==> src/rtl/gemini_header_parser_assert.svh <==
// Assertion macros for the header parser.
`ifndef GEMINI_HEADER_PARSER_ASSERT_SVH
`define GEMINI_HEADER_PARSER_ASSERT_SVH

`ifndef SYNTHESIS

`define GHP_ASSERT_IMPL(lbl, ck, rn, ante, cons) \
  lbl: assert property (@(posedge ck) disable iff (!rn) (ante) |-> (cons)) \
    else $error("header parser check failed");

`define GHP_ASSERT_NEXT(lbl, ck, rn, ante, cons) \
  lbl: assert property (@(posedge ck) disable iff (!rn) (ante) |=> (cons)) \
    else $error("header parser check failed");

`else

`define GHP_ASSERT_IMPL(lbl, ck, rn, ante, cons)

`define GHP_ASSERT_NEXT(lbl, ck, rn, ante, cons)

`endif

`endif

==> src/rtl/ghp_pkg.sv <==
package ghp_pkg;

  localparam int unsigned LEN_W = 11;

  localparam logic [LEN_W-1:0] MAX_LEN_RESET = 11'd1027;

  localparam logic CMD_DATA = 1'b0;
  localparam logic CMD_EOS  = 1'b1;

  localparam logic KIND_META    = 1'b0;
  localparam logic KIND_VERDICT = 1'b1;

  localparam logic [1:0] VERDICT_ACCEPTED  = 2'd0;
  localparam logic [1:0] VERDICT_MALFORMED = 2'd1;
  localparam logic [1:0] VERDICT_FRAMING   = 2'd2;

  // range rule for the next continuation byte
  localparam logic [2:0] RULE_ANY   = 3'd0;
  localparam logic [2:0] RULE_AFTER_E0 = 3'd1;
  localparam logic [2:0] RULE_AFTER_ED = 3'd2;
  localparam logic [2:0] RULE_AFTER_F0 = 3'd3;
  localparam logic [2:0] RULE_AFTER_F4 = 3'd4;

  localparam logic [7:0] CH_NUL   = 8'h00;
  localparam logic [7:0] CH_LF    = 8'h0A;
  localparam logic [7:0] CH_CR    = 8'h0D;
  localparam logic [7:0] CH_SPACE = 8'h20;
  localparam logic [7:0] CH_ZERO  = 8'h30;
  localparam logic [7:0] CH_ONE   = 8'h31;
  localparam logic [7:0] CH_SIX   = 8'h36;
  localparam logic [7:0] CH_NINE  = 8'h39;
  localparam logic [7:0] CH_DEL   = 8'h7F;

  typedef struct packed {
    logic       command;
    logic [7:0] data_byte;
  } item_t;

  typedef struct packed {
    logic       valid;
    logic       kind;
    logic [7:0] meta_byte;
    logic [1:0] verdict;
    logic [6:0] status_code;
  } res_t;

endpackage

==> src/rtl/ghp_core.sv <==
`include "gemini_header_parser_assert.svh"

module ghp_core
  import ghp_pkg::*;
(
  input  logic             clk,
  input  logic             rst_n,
  input  logic             fire,
  input  item_t            item,
  input  logic [LEN_W-1:0] max_len,
  output res_t             res
);

  logic [LEN_W-1:0] byte_count_r, byte_count_nxt;
  logic [3:0]       status_tens_r, status_tens_nxt;
  logic [3:0]       status_units_r, status_units_nxt;
  logic [1:0]       utf8_remaining_r, utf8_remaining_nxt;
  logic [2:0]       utf8_rule_r, utf8_rule_nxt;
  logic             c1_lead_r, c1_lead_nxt;
  logic             pending_r, pending_nxt;
  logic             malformed_r, malformed_nxt;

  logic [7:0]       b;
  logic [7:0]       digit;
  logic [7:0]       status_sum;
  logic [LEN_W:0]   effective;
  logic [LEN_W-1:0] pos;
  logic [7:0]       lo;
  logic [7:0]       hi;
  logic             give;
  logic [1:0]       give_verdict;

  assign b          = item.data_byte;
  assign digit      = b - CH_ZERO;
  assign status_sum = {1'b0, status_tens_r, 3'b000} + {3'b000, status_tens_r, 1'b0}
                    + {4'b0000, status_units_r};
  assign effective  = {1'b0, byte_count_r} + {{LEN_W{1'b0}}, pending_r};

  always_comb begin
    byte_count_nxt     = byte_count_r;
    status_tens_nxt    = status_tens_r;
    status_units_nxt   = status_units_r;
    utf8_remaining_nxt = utf8_remaining_r;
    utf8_rule_nxt      = utf8_rule_r;
    c1_lead_nxt        = c1_lead_r;
    pending_nxt        = pending_r;
    malformed_nxt      = malformed_r;
    pos                = byte_count_r;
    lo                 = 8'h80;
    hi                 = 8'hBF;
    give               = 1'b0;
    give_verdict       = VERDICT_ACCEPTED;
    res                = '0;

    if (fire) begin
      if (item.command == CMD_EOS || b == CH_NUL) begin
        give         = 1'b1;
        give_verdict = VERDICT_FRAMING;
      end else if (b == CH_LF) begin
        give = 1'b1;
        if (!pending_r) begin
          give_verdict = VERDICT_FRAMING;
        end else if (byte_count_r < 11'd2 || malformed_r || utf8_remaining_r != 2'd0 ||
                     (byte_count_r == 11'd2 && status_tens_r < 4'd4)) begin
          give_verdict = VERDICT_MALFORMED;
        end else begin
          give_verdict = VERDICT_ACCEPTED;
        end
      end else if (effective > {1'b0, max_len} ||
                   (effective == {1'b0, max_len} && b != CH_CR)) begin
        give         = 1'b1;
        give_verdict = VERDICT_FRAMING;
      end else begin
        if (pending_r) begin
          malformed_nxt  = 1'b1;
          pending_nxt    = 1'b0;
          byte_count_nxt = byte_count_r + 11'd1;
        end
        if (b == CH_CR) begin
          pending_nxt = 1'b1;
        end else begin
          pos = byte_count_nxt;
          if (pos == 11'd0) begin
            if (b < CH_ONE || b > CH_SIX) malformed_nxt = 1'b1;
            status_tens_nxt = digit[3:0];
          end else if (pos == 11'd1) begin
            if (b < CH_ZERO || b > CH_NINE) malformed_nxt = 1'b1;
            status_units_nxt = digit[3:0];
          end else if (pos == 11'd2) begin
            if (b != CH_SPACE) malformed_nxt = 1'b1;
          end

          // UTF-8 decoder
          if (b[7:6] == 2'b10) begin
            case (utf8_rule_r)
              RULE_AFTER_E0: lo = 8'hA0;
              RULE_AFTER_ED: hi = 8'h9F;
              RULE_AFTER_F0: lo = 8'h90;
              RULE_AFTER_F4: hi = 8'h8F;
              default: begin
              end
            endcase
            if (utf8_remaining_r == 2'd0 || b < lo || b > hi) begin
              malformed_nxt      = 1'b1;
              utf8_remaining_nxt = 2'd0;
            end else begin
              if (c1_lead_r && b <= 8'h9F) malformed_nxt = 1'b1;
              utf8_remaining_nxt = utf8_remaining_r - 2'd1;
            end
            utf8_rule_nxt = RULE_ANY;
            c1_lead_nxt   = 1'b0;
          end else begin
            if (utf8_remaining_r != 2'd0) malformed_nxt = 1'b1;
            utf8_remaining_nxt = 2'd0;
            utf8_rule_nxt      = RULE_ANY;
            c1_lead_nxt        = 1'b0;
            if (!b[7]) begin
              if (b < CH_SPACE || b == CH_DEL) malformed_nxt = 1'b1;
            end else if (b >= 8'hC2 && b <= 8'hDF) begin
              utf8_remaining_nxt = 2'd1;
              c1_lead_nxt        = (b == 8'hC2);
            end else if (b >= 8'hE0 && b <= 8'hEF) begin
              utf8_remaining_nxt = 2'd2;
              if (b == 8'hE0)      utf8_rule_nxt = RULE_AFTER_E0;
              else if (b == 8'hED) utf8_rule_nxt = RULE_AFTER_ED;
            end else if (b >= 8'hF0 && b <= 8'hF4) begin
              utf8_remaining_nxt = 2'd3;
              if (b == 8'hF0)      utf8_rule_nxt = RULE_AFTER_F0;
              else if (b == 8'hF4) utf8_rule_nxt = RULE_AFTER_F4;
            end else begin
              malformed_nxt = 1'b1;
            end
          end

          byte_count_nxt = byte_count_nxt + 11'd1;
          if (pos >= 11'd3) begin
            res.valid     = 1'b1;
            res.kind      = KIND_META;
            res.meta_byte = b;
          end
        end
      end

      if (give) begin
        res.valid   = 1'b1;
        res.kind    = KIND_VERDICT;
        res.verdict = give_verdict;
        if (give_verdict == VERDICT_ACCEPTED) res.status_code = status_sum[6:0];
        byte_count_nxt     = '0;
        status_tens_nxt    = '0;
        status_units_nxt   = '0;
        utf8_remaining_nxt = '0;
        utf8_rule_nxt      = RULE_ANY;
        c1_lead_nxt        = 1'b0;
        pending_nxt        = 1'b0;
        malformed_nxt      = 1'b0;
      end
    end
  end

  always_ff @(posedge clk) begin
    if (!rst_n) begin
      byte_count_r     <= '0;
      status_tens_r    <= '0;
      status_units_r   <= '0;
      utf8_remaining_r <= '0;
      utf8_rule_r      <= RULE_ANY;
      c1_lead_r        <= 1'b0;
      pending_r        <= 1'b0;
      malformed_r      <= 1'b0;
    end else begin
      byte_count_r     <= byte_count_nxt;
      status_tens_r    <= status_tens_nxt;
      status_units_r   <= status_units_nxt;
      utf8_remaining_r <= utf8_remaining_nxt;
      utf8_rule_r      <= utf8_rule_nxt;
      c1_lead_r        <= c1_lead_nxt;
      pending_r        <= pending_nxt;
      malformed_r      <= malformed_nxt;
    end
  end

  `GHP_ASSERT_IMPL(a_c1_needs_one_left, clk, rst_n, c1_lead_r, utf8_remaining_r == 2'd1)
  `GHP_ASSERT_IMPL(a_rule_needs_multi, clk, rst_n, utf8_rule_r != RULE_ANY,
                   utf8_remaining_r == 2'd2 || utf8_remaining_r == 2'd3)
  `GHP_ASSERT_NEXT(a_verdict_clears, clk, rst_n, res.valid && res.kind == KIND_VERDICT,
                   byte_count_r == '0 && !pending_r && !malformed_r)

endmodule

==> src/rtl/gemini_header_parser.sv <==
// Gemini response header checker. Each beat is a header byte or an end-of-stream
// command; bytes from position 3 on come out as meta beats, and the final CRLF,
// a framing error or end of stream gives one verdict beat, status code if accepted.
// One beat can be taken every cycle unless a result is stalled: a beat is held in
// the input register, then the step logic updates the per-header state and loads
// the result register, from which the result is offered. A stalled result holds
// the step logic, and with it the input register, until it is taken.
// cfg_wdata sets the longest header allowed before the CRLF (1027 after reset);
// the user must see it is written only while idle, as the block does not enforce it.
`include "gemini_header_parser_assert.svh"

module gemini_header_parser
  import ghp_pkg::*;
(
  input  logic             clk,
  input  logic             rst_n,
  input  logic             in_valid,
  output logic             in_ready,
  input  logic             in_command,
  input  logic [7:0]       in_data_byte,
  output logic             out_valid,
  input  logic             out_ready,
  output logic             out_kind,
  output logic [7:0]       out_meta_byte,
  output logic [1:0]       out_verdict,
  output logic [6:0]       out_status_code,
  input  logic             cfg_we,
  input  logic [LEN_W-1:0] cfg_wdata
);

  logic             in_valid_r, in_valid_nxt;
  item_t            item_r;
  logic             out_valid_r, out_valid_nxt;
  res_t             res_r;
  logic [LEN_W-1:0] max_len_r;
  logic             step_fire;
  res_t             res;

  assign step_fire = in_valid_r && (!out_valid_r || out_ready);
  assign in_ready  = !in_valid_r || step_fire;

  always_comb begin
    in_valid_nxt = in_valid_r;
    if (step_fire) in_valid_nxt = 1'b0;
    if (in_valid && in_ready) in_valid_nxt = 1'b1;
    out_valid_nxt = out_valid_r;
    if (out_ready) out_valid_nxt = 1'b0;
    if (step_fire && res.valid) out_valid_nxt = 1'b1;
  end

  always_ff @(posedge clk) begin
    if (!rst_n) begin
      in_valid_r  <= 1'b0;
      out_valid_r <= 1'b0;
      max_len_r   <= MAX_LEN_RESET;
    end else begin
      in_valid_r  <= in_valid_nxt;
      out_valid_r <= out_valid_nxt;
      if (cfg_we) max_len_r <= cfg_wdata;
    end
  end

  always_ff @(posedge clk) begin
    if (in_valid && in_ready) begin
      item_r.command   <= in_command;
      item_r.data_byte <= in_data_byte;
    end
    if (step_fire && res.valid) res_r <= res;
  end

  ghp_core u_core (
    .clk     (clk),
    .rst_n   (rst_n),
    .fire    (step_fire),
    .item    (item_r),
    .max_len (max_len_r),
    .res     (res)
  );

  assign out_valid       = out_valid_r;
  assign out_kind        = res_r.kind;
  assign out_meta_byte   = res_r.meta_byte;
  assign out_verdict     = res_r.verdict;
  assign out_status_code = res_r.status_code;

  `GHP_ASSERT_IMPL(a_verdict_code_legal, clk, rst_n, out_valid_r,
                   out_verdict != 2'd3)
  `GHP_ASSERT_IMPL(a_accepted_status_range, clk, rst_n,
                   out_valid_r && out_kind == KIND_VERDICT && out_verdict == VERDICT_ACCEPTED,
                   out_status_code >= 7'd10 && out_status_code <= 7'd69)
  `GHP_ASSERT_IMPL(a_meta_beat_clean, clk, rst_n, out_valid_r && out_kind == KIND_META,
                   out_verdict == VERDICT_ACCEPTED && out_status_code == 7'd0)

endmodule
==> config.mk <==
export PLATFORM = sky130hd
export DESIGN_NAME = gemini_header_parser
export DESIGN_NICKNAME = d
export VERILOG_FILES = /design/src/rtl/ghp_pkg.sv /design/src/rtl/ghp_core.sv /design/src/rtl/gemini_header_parser.sv
export VERILOG_INCLUDE_DIRS = /design/src /design/src/rtl
export SDC_FILE = /design/constraint.sdc
export NUM_CORES = 1
export LEC_CHECK = 0
export BUFFER_PORTS_ARGS = -buffer_cell sky130_fd_sc_hd__buf_2
export CAP_MARGIN = 10
export CORE_MARGIN = 3
export CORE_UTILIZATION = 64
export CTS_CLUSTER_SIZE = 16
export DETAILED_ROUTE_END_ITERATION = 6
export PLACE_DENSITY = 0.91
export SLEW_MARGIN = 20
export SYNTH_ARGS = -nofsm -noshare
export SYNTH_HDL_FRONTEND = slang
export SYNTH_SLANG_ARGS = --single-unit
==> constraint.sdc <==
create_clock -name clk -period 8.4 [get_ports clk]
set_input_delay 1.26 -clock clk [delete_from_list [all_inputs] [get_ports clk]]
set_output_delay 1.26 -clock clk [all_outputs]
set_load 0.005 [all_outputs]
### Word-level counts from Yosys, hierarchy flattened

Index checks and enable logic that the tools add are counted.

| storage, ports and cells | value |
|---|---|
| bits in latches | 0 |
| input bits | 25 |
| word-level logic and storage cells | 226 |
| RAM bits | 0 |
| bits in registers | 67 |
| output and inout bits | 20 |
| memories kept | 0 |
| bits in read-only memories | 0 |

| operators by class | value |
|---|---|
| bitwise operators | 2 |
| multiplexer cells | 119 |
| multipliers | 0 |
| shift-type cells | 0 |
| order comparisons | 18 |
| div/mod/pow operators | 0 |
| reductions and logical operators | 39 |
| equality and inequality tests | 24 |
| add/sub/neg operators | 7 |

Operators by type and width:

| kind | number |
|---|---|
| 11-bit two-way mux | 10 |
| 8-bit two-way mux | 12 |
| 4-bit two-way mux | 13 |
| 10-bit two-way mux | 5 |
| 1-bit two-way mux | 43 |
| 8-bit == test (second input constant) | 5 |
| 3-bit two-way mux | 13 |
| 2-bit two-way mux | 18 |
| 8-bit less-or-equal comparator (second input constant) | 4 |
| 8-bit >= comparator (second input constant) | 3 |
| 8-bit by 6-bit less-than comparator with 1-bit output (second input constant) | 3 |
| 6-bit case mux with 2 select lines | 2 |
| 11-bit by 1-bit adder with 11-bit output (second input constant) | 2 |
| 11-bit by 2-bit == test with 1-bit output (second input constant) | 2 |
| 19-bit two-way mux | 1 |
| 8-bit by 4-bit == test with 1-bit output (second input constant) | 2 |
| 8-bit by 6-bit > comparator with 1-bit output (second input constant) | 2 |
| 11-bit by 1-bit adder with 12-bit output | 1 |
| 12-bit by 11-bit == test with 1-bit output | 1 |
| 12-bit by 11-bit > comparator with 1-bit output | 1 |
| 1-bit logical OR | 12 |
| 11-bit by 1-bit == test with 1-bit output (second input constant) | 1 |
| 11-bit by 2-bit >= comparator with 1-bit output (second input constant) | 1 |
| 11-bit zero test | 1 |
| other kinds (31) | 51 |

### Longest topological paths before layout

| depth | value |
|---|---|
| depth after elaboration | 23 |
| mapped depth | 13 |
| gate-level depth less buffers | 12 |

### By module

From an unflattened synthesis, not the netlist that was laid out.

| unflattened totals | value |
|---|---|
| cell total of the unflattened synthesis | 486 |
| area, all modules | 4,326.6 µm² |

Modules (own cells, without submodules):

| module | area an instance (µm²) | instances | cells an instance |
|---|---|---|---|
| ghp_core | 3,010.4 | 1 | 411 |
| gemini_header_parser | 1,316.3 | 1 | 75 |

### Least setup slack after synthesis

Ideal clock, no wire load.

| timing path | value |
|---|---|
| kind | register to register |
| start | reg u_core.byte_count_r[0] |
| end | reg res_r (netlist bit out_kind) (enable) |
| path slack | 5.222 ns |
| required time | 8.067 ns |
| path buffers | 0 |
| arrival | 2.845 ns |
| cell stages (with the launch flop) | 13 |
| library setup time | 0.333 ns |
| cells stage by stage | dfxtp_1 > ha_1 > ha_1 > nand3_1 > nor2_1 > xor2_1 > ha_1 > a21o_1 > a211oi_1 > o211ai_1 > a21oi_4 > nor2_1 > or2_1 |

| between the ends | value |
|---|---|
| longest elaborated chain between the ends | 15 |
| elaborated cells between the ends (all ways) | 24 |
| classes of those cells | 2 x add/sub; 2 x order compare; 1 x eq/ne; 16 x mux; 3 x reduce/logical |

Ends and longest elaborated chain:

| item | line | text |
|---|---|---|
| from (decl) | ghp_core.sv:14 | `logic [LEN_W-1:0] byte_count_r, byte_count_nxt;` |
| from (signal assigned) | ghp_core.sv:172 | `byte_count_r <= byte_count_nxt;` |
| 11-bit by 1-bit adder with 11-bit output | ghp_core.sv:77 | `byte_count_nxt = byte_count_r + 11'd1;` |
| 11-bit two-way mux | ghp_core.sv:74 | `if (pending_r) begin` |
| 11-bit two-way mux | ghp_core.sv:69 | `end else if (effective > {1'b0, max_len} \|\|` |
| 11-bit two-way mux | ghp_core.sv:59 | `end else if (b == CH_LF) begin` |
| 11-bit two-way mux | ghp_core.sv:56 | `if (item.command == CMD_EOS \|\| b == CH_NUL) begin` |
| 11-bit two-way mux | ghp_core.sv:55 | `if (fire) begin` |
| 11-bit by 2-bit >= comparator with 1-bit output | ghp_core.sv:136 | `if (pos >= 11'd3) begin` |
| 10-bit two-way mux | ghp_core.sv:136 |  |
| 10-bit two-way mux | ghp_core.sv:79 | `if (b == CH_CR) begin` |
| 10-bit two-way mux | ghp_core.sv:69 |  |
| 10-bit two-way mux | ghp_core.sv:59 |  |
| 10-bit two-way mux | ghp_core.sv:56 |  |
| 2-bit two-way mux * | ghp_core.sv:144 | `if (give) begin` |
| 19-bit two-way mux * | ghp_core.sv:55 |  |
| 1-bit logical AND * | gemini_header_parser.sv:68 | `if (step_fire && res.valid) res_r <= res;` |
| to (signal assigned) | gemini_header_parser.sv:68 |  |
| to (decl) | gemini_header_parser.sv:34 | `res_t res_r;` |

Mark *: on every way between the ends. The rest lies on a longest branch, timed or not. The select of a mux whose other input is x is not followed.
A chain may end at the register's enable or synchronous reset.

### Final worst setup path

| timing path | value |
|---|---|
| start | reg u_core.pending_r |
| end | reg res_r (netlist bit out_status_code[6]) (enable) |

| between the ends | value |
|---|---|
| longest elaborated chain between the ends | 14 |
| elaborated cells between the ends (all ways) | 23 |
| classes of those cells | 1 x add/sub; 2 x order compare; 1 x eq/ne; 16 x mux; 3 x reduce/logical |

Ends and longest elaborated chain:

| item | line | text |
|---|---|---|
| from (decl) | ghp_core.sv:20 | `logic pending_r, pending_nxt;` |
| from (signal assigned) | ghp_core.sv:178 | `pending_r <= pending_nxt;` |
| parallel branches: the longest is 11 deep, another holds 11-bit by 1-bit adder with 12-bit output | - |  |
| 2-bit two-way mux * | ghp_core.sv:144 |  |
| 19-bit two-way mux * | ghp_core.sv:55 |  |
| 1-bit logical AND * | gemini_header_parser.sv:68 |  |

Mark *: on every way between the ends. The select of a mux whose other input is x is not followed.

==> results.md <==
- Outcome: completed
- Peak VDD IR: 0.000130 V
- CTS clk-pin slew, worst paths: 80 ps
- Seq/Total Area, Yosys: 0.367
- Mapped Cells: 484
- Post-place instance area: 4550 µm²
- Period utilisation layout: 0.544
- Drt drc: 0
- Clk buf depth: 2
- Syn_nets: 541
- Die area: 7890 µm²
- Final Setup Violations: 0
- All-Layer GR Usage: 0.275
- Via/cell ratio: 6.63
- Hold-fix buffers, CTS: 0
- Post-synth EDFFs: 27
- CTS tree: done
- Cell variety after synth: 73
- Reg2reg end: out_status_code[6]
- Filler cell count: 455
- Starting Density: 0.676
- Final Hold Fails: 0
- Total of max-cap violations: 0
- Gpl congestion: 0.889
- Worst reg2reg path depth: 12
- WP data arrival: 4570 ps
- First drt pass iteration count: 5
- Crit Path Max Fanout: 35
- Relative slew slack: 0.413
- Nets@finish: 561
- Post-route ant nets: 0
- Top cell type by total area after synthesis: edfxtp_1
- Most common cell in the synthesized netlist: nand2_1
- Leakage power figure: 0.00192 µW
- WL final: 10.4 mm
- Ys Warns: 0
- Via count: 3883
- 1st-iter DRT viols: 423
- Post-CTS sizing: 0
- Final setup TNS: 0 ps
- First-pass GRT wire length: 16.9 mm
- Top cells by area, synth: edfxtp_1, dfxtp_1, ha_1
- Pin count of the biggest net entering global routing: 36
- Setup Skew: 8.21 ps
- CP Capture Type: flip-flop
- Share of cells above drive strength 1: 0.155
- Ys async rst share: 0
- Min-Delay Path Depth: 2
- H-tree depth: 3
- # diodes: 0
- Post-CTS setup buffers: 0
- F_max: 219 MHz
- CTS sink count: 67
- Worst R2R Start: u_core.pending_r
- RSZ-0062 raised after global routing: no
- P per Cell Area: 152 nW/µm²
- Die Y: 88.8 µm
- Syn avg cell area: 9.07 µm²
- Post-detail-place hpwl: 7.33 mm
- Cell area after synthesis: 4390 µm²
- Root Driver: clkbuf_8
- Slew Limit Fails: 0
- Hold_sp: u_core.status_units_r[1]
- Yosys top cell area share: 0.185
- WHS Endpoint: u_core.status_units_r[1]
- Std-Cell Core Area: 6490 µm²
- # port buffers: 44
- Prevailing post-synth register cell: dfxtp_1
- GRT overflow: 0
- Vias in the first global route: 3611
- Cts bufs inserted: 9
- Synth Register Bits: 67
- Num rows: 29
- R2R setup slack: 3830 ps
- Critical path class: reg -> reg
- Worst Setup Start Kind: flip-flop
- Drt wl/cell: 17.7 µm
- Slew @ Worst Pin: 881 ps
- WP data required: 8410 ps
- Hold WC Path Type: reg -> reg
- Clock Latency Late Sink: 350 ps
- IO Count: 45
- Initial antenna violation count: 0
- Die width: 88.8 µm
- Post-route cell area: 4750 µm²
- Area Overhead vs Synth: 8.35%
- Final min period: 4570 ps
- Synth cell count leaders: nand2_1, dfxtp_1, nor2_1
[through the flow]
step | std cells | hold slack [ps] | utilization | setup slack, ps | power, µW
4_1_cts | 586 | 483 | 0.732 | 3920 | 722
3_5_place_dp | 570 | 464 | 0.700 | 4000 | 446
2_1_floorplan | 484 | 444 | - | 5220 | 422
6_report | 586 | 484 | 0.732 | 3830 | 723
3_3_place_gp | 570 | 463 | 0.700 | 4220 | 442
5_1_grt | 586 | 500 | 0.732 | 3480 | 748
[layout make-up]
| type | instances | area [µm²] | share of cell area |
|---|---|---|---|
| Clock buffer | 9 | 124 | 0.0261 |
| Sequential cell | 67 | 1610 | 0.339 |
| Tap cell | 77 | 96.3 | 0.0203 |
| Timing Repair Buffer | 45 | 228 | 0.0479 |
| Multi-Input combinational cell | 362 | 2540 | 0.534 |
| Clock inverter | 7 | 83.8 | 0.0176 |
| Inverter | 19 | 71.3 | 0.0150 |
[layer usage]
metal	GRT usage	routed length [µm]	up-vias
met3	0.0419	683	19
met5	0	0	-
met2	0.453	5090	172
li1	-	-	1852
met4	0.107	187	0
met1	0.364	4390	1840
[critical path, stage by stage (launching register included)]
cell      delay, ps
dfxtp_1         680
ha_1            280
ha_1            190
nand3_1         170
nor2_1          170
xor2_1          190
ha_1            280
a21o_1          180
a211oi_1        310
o211ai_1        260
a21oi_4         740
nor2_1          210
or2_1           550
[flip-flops by register name, indices dropped and copies added (netlist names), 3 cells and up]
register,cells
u_core.utf8_rule_r,3
max_len_r,11
out_status_code,7
out_meta_byte,8
item_r,9
u_core.status_tens_r,4
u_core.status_units_r,4
u_core.byte_count_r,11
[how the worst max path moves through the flow]
stage,end,depth (start not counted),start
after CTS,out_status_code[4],12,u_core.pending_r
after global routing,out_status_code[6],12,u_core.pending_r
after detailed placement,out_status_code[4],12,u_core.pending_r
final,out_status_code[6],12,u_core.pending_r
after global placement,out_status_code[4],12,u_core.pending_r
after floorplan,out_kind,12,u_core.byte_count_r[0]
[cells in the final DEF (no fill, tap or decap), types with 3 or more instances in the layout]
master / synthesis / routed
nand2_1: 44 / 44
buf_2: 10 / 44
dfxtp_1: 40 / 40
nor2_1: 36 / 36
ha_1: 30 / 30
edfxtp_1: 27 / 27
nand3_1: 23 / 23
a21oi_1: 22 / 22
inv_1: 18 / 18
nand4_1: 13 / 13
o32ai_1: 12 / 12
xor2_1: 11 / 11
xnor2_1: 11 / 11
o21ai_0: 10 / 10
and3_1: 10 / 10
mux2i_1: 10 / 10
clkbuf_8: 0 / 9
nor3_1: 7 / 7
nor4_1: 7 / 7
a31oi_1: 7 / 7
a21o_1: 6 / 6
o211ai_1: 6 / 6
nor2b_1: 5 / 5
o21a_1: 5 / 5
and2_1: 5 / 5
o22ai_1: 5 / 5
nand2b_1: 4 / 4
a211oi_1: 4 / 4
or4_1: 4 / 4
nand4b_1: 4 / 4
a311oi_1: 4 / 4
a211o_1: 4 / 4
and4_1: 3 / 3
a21boi_0: 3 / 3
and3b_1: 3 / 3
o31ai_1: 3 / 3
nor3b_1: 3 / 3
mux2_2: 3 / 3
[report_power, final]
group	switching, µW	total (µW)	internal [µW]
combinational	46.9	77.4	30.5
sequential	13.7	364	350
clock	139	281	142
[cells by family (layout without fill, tap and decap cells)]
logic type	Yosys count	after routing	share of synthesized area
AO/OA/AOI/OAI	108	108	0.179
AND/OR/NAND/NOR	187	187	0.231
multiplexers	13	13	0.0305
flip-flops	67	67	0.367
adder cells (fa/ha/maj)	32	32	0.0947
XOR/XNOR	22	22	0.0439
buffers and inverters	55	80	0.0539
Power figures use the tool's default switching activity.
